## src/hdl/rdf_pkg.sv

```systemverilog
// Shared types and constants for the relay duplicate filter.
// No dependencies; imported by every file in hdl/ but rdf_ram.
package rdf_pkg;

    localparam int TABLE_ENTRIES = 20;
    localparam int SLOT_W        = $clog2(TABLE_ENTRIES);
    localparam int IDX_W         = SLOT_W + 1;

    localparam int SERIAL_W      = 48;
    localparam int COUNT_W       = 31;
    localparam int ENTRY_W       = SERIAL_W + COUNT_W;
    localparam int SLOT_FIELD_W  = 5;

    localparam int PADDR_W       = 4;
    localparam int PDATA_W       = 64;
    localparam int REG_SEL_BIT   = 3;

    typedef enum logic {
        REG_RELAY_ENABLE,
        REG_OWN_SERIAL
    } t_reg_idx;

    typedef enum logic [1:0] {
        DEC_DISABLED,
        DEC_OWN,
        DEC_STALE,
        DEC_FORWARD
    } t_decision;

    typedef enum logic [2:0] {
        ST_IDLE,
        ST_CHECK,
        ST_SCAN,
        ST_UPDATE,
        ST_DONE
    } t_state;

    typedef struct packed {
        logic              load_item;
        logic              rd_en;
        logic [SLOT_W-1:0] rd_addr;
        logic              cmp_en;
        logic [SLOT_W-1:0] cmp_idx;
        logic              update;
        logic              out_load;
    } t_cmd;

    typedef struct packed {
        logic skip;
        logic out_stall;
    } t_sts;

endpackage

```

## src/hdl/rdf_ram.sv

```systemverilog
// Generic single-port-write, single-port-read RAM with registered read data.
// Standalone; no package dependency.
module rdf_ram #(
    parameter int WIDTH = 8,
    parameter int DEPTH = 16
) (
    input  logic                     i_clk,
    input  logic                     i_we,
    input  logic [$clog2(DEPTH)-1:0] i_waddr,
    input  logic [WIDTH-1:0]         i_wdata,
    input  logic                     i_re,
    input  logic [$clog2(DEPTH)-1:0] i_raddr,
    output logic [WIDTH-1:0]         o_rdata
);

    logic [WIDTH-1:0] r_mem [DEPTH];
    logic [WIDTH-1:0] r_rdata;

    always_ff @(posedge i_clk) begin
        if (i_we) begin
            r_mem[i_waddr] <= i_wdata;
        end
        if (i_re) begin
            r_rdata <= r_mem[i_raddr];
        end
    end

    assign o_rdata = r_rdata;

endmodule

```

## src/hdl/rdf_regs.sv

```systemverilog
// APB-style configuration registers: relay enable and own serial.
// Depends on rdf_pkg.
module rdf_regs (
    input  logic                         i_clk,
    input  logic                         i_rst_n,
    input  logic                         psel,
    input  logic                         penable,
    input  logic                         pwrite,
    input  logic [rdf_pkg::PADDR_W-1:0]  paddr,
    input  logic [rdf_pkg::PDATA_W-1:0]  pwdata,
    output logic [rdf_pkg::PDATA_W-1:0]  prdata,
    output logic                         pready,
    output logic                         o_relay_enable,
    output logic [rdf_pkg::SERIAL_W-1:0] o_own_serial
);
    import rdf_pkg::*;

    logic                r_relay_enable;
    logic [SERIAL_W-1:0] r_own_serial;
    t_reg_idx            reg_sel;
    logic                wr_en;

    // Low address bits are the byte offset within a 64-bit register.
    assign reg_sel = t_reg_idx'(paddr[REG_SEL_BIT]);
    assign wr_en   = psel && penable && pwrite && pready;
    assign pready  = 1'b1;

    always_ff @(posedge i_clk) begin
        if (!i_rst_n) begin
            r_relay_enable <= 1'b0;
            r_own_serial   <= '0;
        end else if (wr_en) begin
            unique case (reg_sel)
                REG_RELAY_ENABLE: r_relay_enable <= pwdata[0];
                REG_OWN_SERIAL:   r_own_serial   <= pwdata[SERIAL_W-1:0];
                default: ;
            endcase
        end
    end

    always_comb begin
        prdata = '0;
        unique case (reg_sel)
            REG_RELAY_ENABLE: prdata = PDATA_W'(r_relay_enable);
            REG_OWN_SERIAL:   prdata = PDATA_W'(r_own_serial);
            default:          prdata = '0;
        endcase
    end

    assign o_relay_enable = r_relay_enable;
    assign o_own_serial   = r_own_serial;

endmodule

```

## src/hdl/rdf_ctrl.sv

```systemverilog
// Transaction sequencer: latch, check, scan and update or skip, result.
// Depends on rdf_pkg.
module rdf_ctrl (
    input  logic          i_clk,
    input  logic          i_rst_n,
    input  logic          i_in_valid,
    output logic          o_in_ready,
    input  rdf_pkg::t_sts i_sts,
    output rdf_pkg::t_cmd o_cmd
);
    import rdf_pkg::*;

    t_state            r_state, n_state;
    logic [IDX_W-1:0]  r_idx, n_idx;
    logic              r_cmp_pend, n_cmp_pend;
    logic [SLOT_W-1:0] r_cmp_idx, n_cmp_idx;

    always_ff @(posedge i_clk) begin
        if (!i_rst_n) begin
            r_state    <= ST_IDLE;
            r_idx      <= '0;
            r_cmp_pend <= 1'b0;
            r_cmp_idx  <= '0;
        end else begin
            r_state    <= n_state;
            r_idx      <= n_idx;
            r_cmp_pend <= n_cmp_pend;
            r_cmp_idx  <= n_cmp_idx;
        end
    end

    always_comb begin
        n_state       = r_state;
        n_idx         = r_idx;
        n_cmp_pend    = 1'b0;
        n_cmp_idx     = r_cmp_idx;
        o_in_ready    = 1'b0;
        o_cmd         = '0;
        o_cmd.rd_addr = r_idx[SLOT_W-1:0];
        // Read data of the previous cycle's address is compared this cycle.
        o_cmd.cmp_en  = r_cmp_pend;
        o_cmd.cmp_idx = r_cmp_idx;
        unique case (r_state)
            ST_IDLE: begin
                o_in_ready = 1'b1;
                if (i_in_valid) begin
                    o_cmd.load_item = 1'b1;
                    n_state         = ST_CHECK;
                end
            end
            ST_CHECK: begin
                n_idx   = '0;
                n_state = i_sts.skip ? ST_DONE : ST_SCAN;
            end
            ST_SCAN: begin
                if (r_idx == IDX_W'(TABLE_ENTRIES)) begin
                    n_state = ST_UPDATE;
                end else begin
                    o_cmd.rd_en = 1'b1;
                    n_cmp_pend  = 1'b1;
                    n_cmp_idx   = r_idx[SLOT_W-1:0];
                    n_idx       = r_idx + 1'b1;
                end
            end
            ST_UPDATE: begin
                o_cmd.update = 1'b1;
                n_state      = ST_DONE;
            end
            ST_DONE: begin
                // Hold the result until the output register can take it.
                if (!i_sts.out_stall) begin
                    o_cmd.out_load = 1'b1;
                    n_state        = ST_IDLE;
                end
            end
            default: n_state = ST_IDLE;
        endcase
    end

endmodule

```

## src/hdl/rdf_dpath.sv

```systemverilog
// Datapath: item latch, slot table with valid bits, scan trackers, output register.
// Depends on rdf_pkg and rdf_ram.
module rdf_dpath (
    input  logic                             i_clk,
    input  logic                             i_rst_n,
    input  logic [rdf_pkg::SERIAL_W-1:0]     i_sender_serial,
    input  logic [rdf_pkg::COUNT_W-1:0]      i_packet_counter,
    input  logic                             i_relay_enable,
    input  logic [rdf_pkg::SERIAL_W-1:0]     i_own_serial,
    input  rdf_pkg::t_cmd                    i_cmd,
    output rdf_pkg::t_sts                    o_sts,
    input  logic                             i_out_ready,
    output logic                             o_out_valid,
    output logic                             o_forward,
    output logic [1:0]                       o_decision,
    output logic [rdf_pkg::SLOT_FIELD_W-1:0] o_slot_used
);
    import rdf_pkg::*;

    logic [SERIAL_W-1:0]      r_ser;
    logic [COUNT_W-1:0]       r_cnt;
    logic [TABLE_ENTRIES-1:0] r_valid;
    logic                     r_hit;
    logic [SLOT_W-1:0]        r_hit_idx;
    logic [COUNT_W-1:0]       r_hit_cnt;
    logic                     r_free_found;
    logic [SLOT_W-1:0]        r_free_idx;

    logic                     r_out_valid;
    logic                     r_forward;
    t_decision                r_decision;
    logic [SLOT_FIELD_W-1:0]  r_slot;

    logic [ENTRY_W-1:0]       rd_data;
    logic [SERIAL_W-1:0]      rd_serial;
    logic [COUNT_W-1:0]       rd_count;
    logic                     rd_valid;
    logic                     is_own;
    logic                     newer;
    logic                     wr_en;
    logic [SLOT_W-1:0]        wr_slot;
    t_decision                decision;

    assign rd_serial = rd_data[ENTRY_W-1:COUNT_W];
    assign rd_count  = rd_data[COUNT_W-1:0];
    assign rd_valid  = r_valid[i_cmd.cmp_idx];

    assign is_own  = (r_ser == i_own_serial);
    // Unknown serial acts as counter -1, so anything is newer.
    assign newer   = !r_hit || (r_cnt > r_hit_cnt);
    assign wr_slot = r_hit        ? r_hit_idx  :
                     r_free_found ? r_free_idx : SLOT_W'(TABLE_ENTRIES - 1);
    assign wr_en   = i_cmd.update && newer;

    always_comb begin
        if (!i_relay_enable) begin
            decision = DEC_DISABLED;
        end else if (is_own) begin
            decision = DEC_OWN;
        end else if (newer) begin
            decision = DEC_FORWARD;
        end else begin
            decision = DEC_STALE;
        end
    end

    rdf_ram #(
        .WIDTH (ENTRY_W),
        .DEPTH (TABLE_ENTRIES)
    ) u_table (
        .i_clk   (i_clk),
        .i_we    (wr_en),
        .i_waddr (wr_slot),
        .i_wdata ({r_ser, r_cnt}),
        .i_re    (i_cmd.rd_en),
        .i_raddr (i_cmd.rd_addr),
        .o_rdata (rd_data)
    );

    always_ff @(posedge i_clk) begin
        if (i_cmd.load_item) begin
            r_ser <= i_sender_serial;
            r_cnt <= i_packet_counter;
        end
        if (i_cmd.cmp_en && rd_valid && (rd_serial == r_ser) && !r_hit) begin
            r_hit_idx <= i_cmd.cmp_idx;
            r_hit_cnt <= rd_count;
        end
        if (i_cmd.cmp_en && !rd_valid && !r_free_found) begin
            r_free_idx <= i_cmd.cmp_idx;
        end
        if (i_cmd.out_load) begin
            r_forward  <= (decision == DEC_FORWARD);
            r_decision <= decision;
            r_slot     <= (decision == DEC_FORWARD) ? SLOT_FIELD_W'(wr_slot) : '0;
        end
    end

    always_ff @(posedge i_clk) begin
        if (!i_rst_n) begin
            r_valid      <= '0;
            r_hit        <= 1'b0;
            r_free_found <= 1'b0;
            r_out_valid  <= 1'b0;
        end else begin
            if (i_cmd.load_item) begin
                r_hit        <= 1'b0;
                r_free_found <= 1'b0;
            end else if (i_cmd.cmp_en) begin
                if (rd_valid && (rd_serial == r_ser)) begin
                    r_hit <= 1'b1;
                end
                if (!rd_valid) begin
                    r_free_found <= 1'b1;
                end
            end
            if (wr_en) begin
                r_valid[wr_slot] <= 1'b1;
            end
            if (i_cmd.out_load) begin
                r_out_valid <= 1'b1;
            end else if (i_out_ready) begin
                r_out_valid <= 1'b0;
            end
        end
    end

    assign o_sts.skip      = !i_relay_enable || is_own;
    assign o_sts.out_stall = r_out_valid && !i_out_ready;

    assign o_out_valid = r_out_valid;
    assign o_forward   = r_forward;
    assign o_decision  = r_decision;
    assign o_slot_used = r_slot;

endmodule

```

## src/hdl/relay_duplicate_filter.sv

```systemverilog
// Top level of the relay duplicate filter: registers, sequencer and datapath.
// Depends on rdf_pkg, rdf_regs, rdf_ctrl, rdf_dpath and rdf_ram.
//
//   channel   signals                                           role
//   in        i_in_valid / o_in_ready, sender serial, counter   received packet
//   out       o_out_valid / i_out_ready, forward, decision, slot relay verdict
//   cfg       psel penable pwrite paddr pwdata prdata pready    relay enable, own serial
//
// A transaction runs from accept through check, a scan of the slot table RAM at one
// read per cycle, update and result; a disabled relay or an own packet skips the scan
// and the update. One transaction is in flight at a time; the next accept can come
// in the cycle after the result is loaded.
// A finished result waits in the output register while the next one is accepted;
// the block stalls only when that register is still full at the end of the next one.
// Synchronous reset empties the table at once through its valid bits.
module relay_duplicate_filter (
    input  logic                             i_clk,
    input  logic                             i_rst_n,
    input  logic                             i_in_valid,
    output logic                             o_in_ready,
    input  logic [rdf_pkg::SERIAL_W-1:0]     i_sender_serial,
    input  logic [rdf_pkg::COUNT_W-1:0]      i_packet_counter,
    output logic                             o_out_valid,
    input  logic                             i_out_ready,
    output logic                             o_forward,
    output logic [1:0]                       o_decision,
    output logic [rdf_pkg::SLOT_FIELD_W-1:0] o_slot_used,
    input  logic                             psel,
    input  logic                             penable,
    input  logic                             pwrite,
    input  logic [rdf_pkg::PADDR_W-1:0]      paddr,
    input  logic [rdf_pkg::PDATA_W-1:0]      pwdata,
    output logic [rdf_pkg::PDATA_W-1:0]      prdata,
    output logic                             pready
);
    import rdf_pkg::*;

    logic                relay_enable;
    logic [SERIAL_W-1:0] own_serial;
    t_cmd                cmd;
    t_sts                sts;

    rdf_regs u_regs (
        .i_clk          (i_clk),
        .i_rst_n        (i_rst_n),
        .psel           (psel),
        .penable        (penable),
        .pwrite         (pwrite),
        .paddr          (paddr),
        .pwdata         (pwdata),
        .prdata         (prdata),
        .pready         (pready),
        .o_relay_enable (relay_enable),
        .o_own_serial   (own_serial)
    );

    rdf_ctrl u_ctrl (
        .i_clk      (i_clk),
        .i_rst_n    (i_rst_n),
        .i_in_valid (i_in_valid),
        .o_in_ready (o_in_ready),
        .i_sts      (sts),
        .o_cmd      (cmd)
    );

    rdf_dpath u_dpath (
        .i_clk            (i_clk),
        .i_rst_n          (i_rst_n),
        .i_sender_serial  (i_sender_serial),
        .i_packet_counter (i_packet_counter),
        .i_relay_enable   (relay_enable),
        .i_own_serial     (own_serial),
        .i_cmd            (cmd),
        .o_sts            (sts),
        .i_out_ready      (i_out_ready),
        .o_out_valid      (o_out_valid),
        .o_forward        (o_forward),
        .o_decision       (o_decision),
        .o_slot_used      (o_slot_used)
    );

endmodule

```

## config.mk

```make
export PLATFORM = sky130hd
export DESIGN_NAME = relay_duplicate_filter
export DESIGN_NICKNAME = d
export VERILOG_FILES = /design/src/hdl/rdf_pkg.sv /design/src/hdl/rdf_ram.sv /design/src/hdl/rdf_regs.sv /design/src/hdl/rdf_ctrl.sv /design/src/hdl/rdf_dpath.sv /design/src/hdl/relay_duplicate_filter.sv
export SDC_FILE = /design/constraint.sdc
export NUM_CORES = 2
export LEC_CHECK = 0
export BUFFER_PORTS_ARGS = -buffer_cell sky130_fd_sc_hd__clkbuf_2
export CAP_MARGIN = 20
export CORE_ASPECT_RATIO = 0.5
export CORE_MARGIN = 2
export CORE_UTILIZATION = 55
export DETAILED_ROUTE_END_ITERATION = 16
export PLACE_DENSITY = 0.73
export SETUP_SLACK_MARGIN = 0.1
export SLEW_MARGIN = 5
export SYNTH_ARGS = -nofsm -noshare
export SYNTH_HDL_FRONTEND = slang
export SYNTH_SLANG_ARGS = --single-unit
```

## constraint.sdc

```tcl
create_clock -name i_clk -period 29.6 [get_ports i_clk]
set_clock_uncertainty 0.1 [all_clocks]
set_input_delay 4.44 -clock i_clk [delete_from_list [all_inputs] [get_ports i_clk]]
set_output_delay 4.44 -clock i_clk [all_outputs]
set_load 0.02 [all_outputs]
```

==> reports/results.ini <==
[worst_setup_path]
crit_path_end_kind = output pin
critPathMaxFanout = 29
crit_buf_inv = 3
crit_chain = clkbuf_2, buf_16, and2_1, clkbuf_2
cpMostUsedCell = clkbuf_2
slowest_delay_ns = 0.50
crit_family = buffers and inverters
crit_slowest_cell = clkbuf_2
critPathRequiredTime_ns = 25.06
worst-setup-path-type = input pin to output pin
ff2ff_setup_slack_ns = 24.33
crit_arrival_ns = 5.54
critPathLaunchType = input pin

[timing]
setup_viol = 0
hold_viol_final = 0
fin_tns_setup_ns = 0
fin_ws_ns = 19.52
relSlewSlack = 0.220
slew_viol_final = 0
final.min_clock_period_ns = 10.08
worst_slew_pin_slew_ns = 1.17
fin_crit_sh = 0.341
rsz0062_at_grt = false
fmax_ghz = 0.0992

[floorplanning]
core_um2 = 129000
die_h_um = 260
die_x_um = 515
ios = 229
rows = 93
die_area_um2 = 134000
initial_core_util = 0.556

[placement]
dp_hpwl_mm = 86.3
place_ws_ns = 19.28
port_buffers = 192
gp_congestion = 0.823

[global_route]
grt-ovfl-total = 0
first_global_vias = 34400
grt_first_pass_wirelength_mm = 239
grt_max_degree = 108
antenna_found_initial = 1
grt_usage = 0.251

[detailed_routing]
wl_per_cell_um = 31.1
vias = 34600
ant_nets = 0
drc_errors = 0
drtIter0Drc = 4926
routed_via_density = 6.46
wirelength_mm = 166
first_pass_iters = 5

[layout]
n_antenna_cell = 0
layout-drive-gt1-share = 0.300
area_growth_pct = 11.5
nNetsFinal = 3701
fill_cells = 8558

[synthesis]
yosysUniqueCellTypes = 51
ys_top_cells_by_area = edfxtp_1 75%, mux4_2 15%, dfxtp_1 2.4%, mux2_2 1.3%, xnor2_1 0.95%
ys_seq_elements = 1874
synth_area_per_cell_um2 = 22.2
synth_edf_count = 1787
ys.flop_type = edfxtp_1
synthCells = 3236
synth_top_area_share = 0.747
synth_top_area_cell = edfxtp_1
ys_async_sr_fraction = 0
yosysWarnings = 0
yosysSeqAreaShare = 0.771
synth_area_um2 = 71800

[worst_hold_path]
min_path_type = register to register

[power]
power_density_nw_per_um2 = 64.3
power_leakage_nw = 24.6
ir_worst_vdd_uv = 45.4

[cts]
cts_resized = 0
clock-sinks = 1874
numCtsBuffers = 157
cts_tree = done
clk_transition_reported_paths_ns = 0.06
cts_setup_buffers = 0
cts_max_level = 4
cts_buffer_depth = 3
cts_root_buf = clkbuf_16
clock_latency_ns = 0.80
cts_hold_buf = 0

[outcome]
outcome = completed

[run]
max_cap_viol_count = 0

==> metal layers <==
| metal | track usage | up-vias | part of all wire |
|---|---|---|---|
| met2 | 0.388 | 1991 | 0.48 |
| met3 | 0.0475 | 223 | 0.098 |
| met4 | 0.0729 | 0 | 0.024 |
| met5 | 0 | - | 0 |
| li1 | - | 14000 | - |
| met1 | 0.371 | 18400 | 0.40 |
==> cells in the mapped netlist (all sizes together) (2+ instances only) <==
library cell / instances
edfxtp: 1787
mux4: 478
nand2: 140
dfxtp: 87
buf: 85
clkbuf: 83
mux2: 80
xnor2: 78
a21oi: 76
and2: 49
inv: 46
ha: 33
nand4: 30
nor4: 29
nor2: 28
xor2: 21
nand3: 16
o41ai: 16
o21ai: 15
nor3: 11
a22oi: 4
nor2b: 4
a21o: 3
a31oi: 3
nand3b: 3
nor3b: 3
a211oi: 2
a22o: 2
conb: 2
nand2b: 2
o2111ai: 2
o21a: 2
o22a: 2
o22ai: 2
==> report_power, final <==
group	switching [mW]	total (mW)	internal (mW)
clock network	0.932	2.07	1.14
registers	0.0592	3.00	2.94
logic	0.0540	0.0790	0.0250
==> worst paths after layout <==
check                               from                      endpoint  cells after the start
max reg2reg            u_dpath.r_cnt[13]  u_dpath.u_table.r_mem[7][49]                      8
min          u_dpath.u_table.o_rdata[20]         u_dpath.r_hit_cnt[20]                      0
max                             paddr[3]                    prdata[20]                      4
min reg2reg  u_dpath.u_table.o_rdata[20]         u_dpath.r_hit_cnt[20]                      0
==> cell families after synthesis <==
logic type,share of synthesized area
buffers and inverters,0.0150
AND/OR/NAND/NOR,0.0216
multiplexers,0.163
other,0.000105
flip-flops,0.771
XOR/XNOR,0.0121
adder cells (fa/ha/maj),0.00575
AO/OA/AOI/OAI,0.0117
==> layout by cell type (no fill, tap or decap), types with 48 or more instances in the layout <==
cell type / synthesis / routed
a21oi_1: 76 / 76
and2_1: 49 / 48
buf_4: 40 / 73
clkbuf_16: 0 / 162
clkbuf_2: 0 / 192
dfxtp_1: 87 / 82
edfxtp_1: 1787 / 1787
mux2_2: 80 / 80
mux4_2: 478 / 478
nand2_1: 140 / 140
xnor2_1: 78 / 78
==> per-stage QoR <==
step	total power, mW	hold slack, ns	utilization	instances	instance area, um2
after floorplan	3.07	0.300	-	3251	71900
after global placement	3.13	0.302	0.580	5061	74900
after detailed placement	3.13	0.305	0.580	5061	74900
after CTS	5.18	0.320	0.620	5345	80000
after global routing	5.29	0.327	0.620	5349	80100
final	5.15	0.320	0.620	5349	80100
==> area by class of cell <==
class	instances	area, um2	area share
flip-flops and latches	1874	55400	0.692
multi-input cells	1163	15600	0.195
clock buffers	195	4260	0.0532
well taps	1710	2140	0.0267
repair buffers	272	1650	0.0206
clock inverters	89	877	0.0109
inverters	46	175	0.00219
==> sequential cells by signal, indices dropped and copies added (netlist names), 6 cells and up <==
register and cells:
u_dpath.u_table.r_mem 1580, u_dpath.u_table.o_rdata 79, u_dpath.r_ser 48, u_regs.o_own_serial 48
u_dpath.r_cnt 31, u_dpath.r_hit_cnt 31, u_dpath.r_valid 20, u_ctrl.r_idx 6
Note: power is estimated with default switching activity, not from simulation.
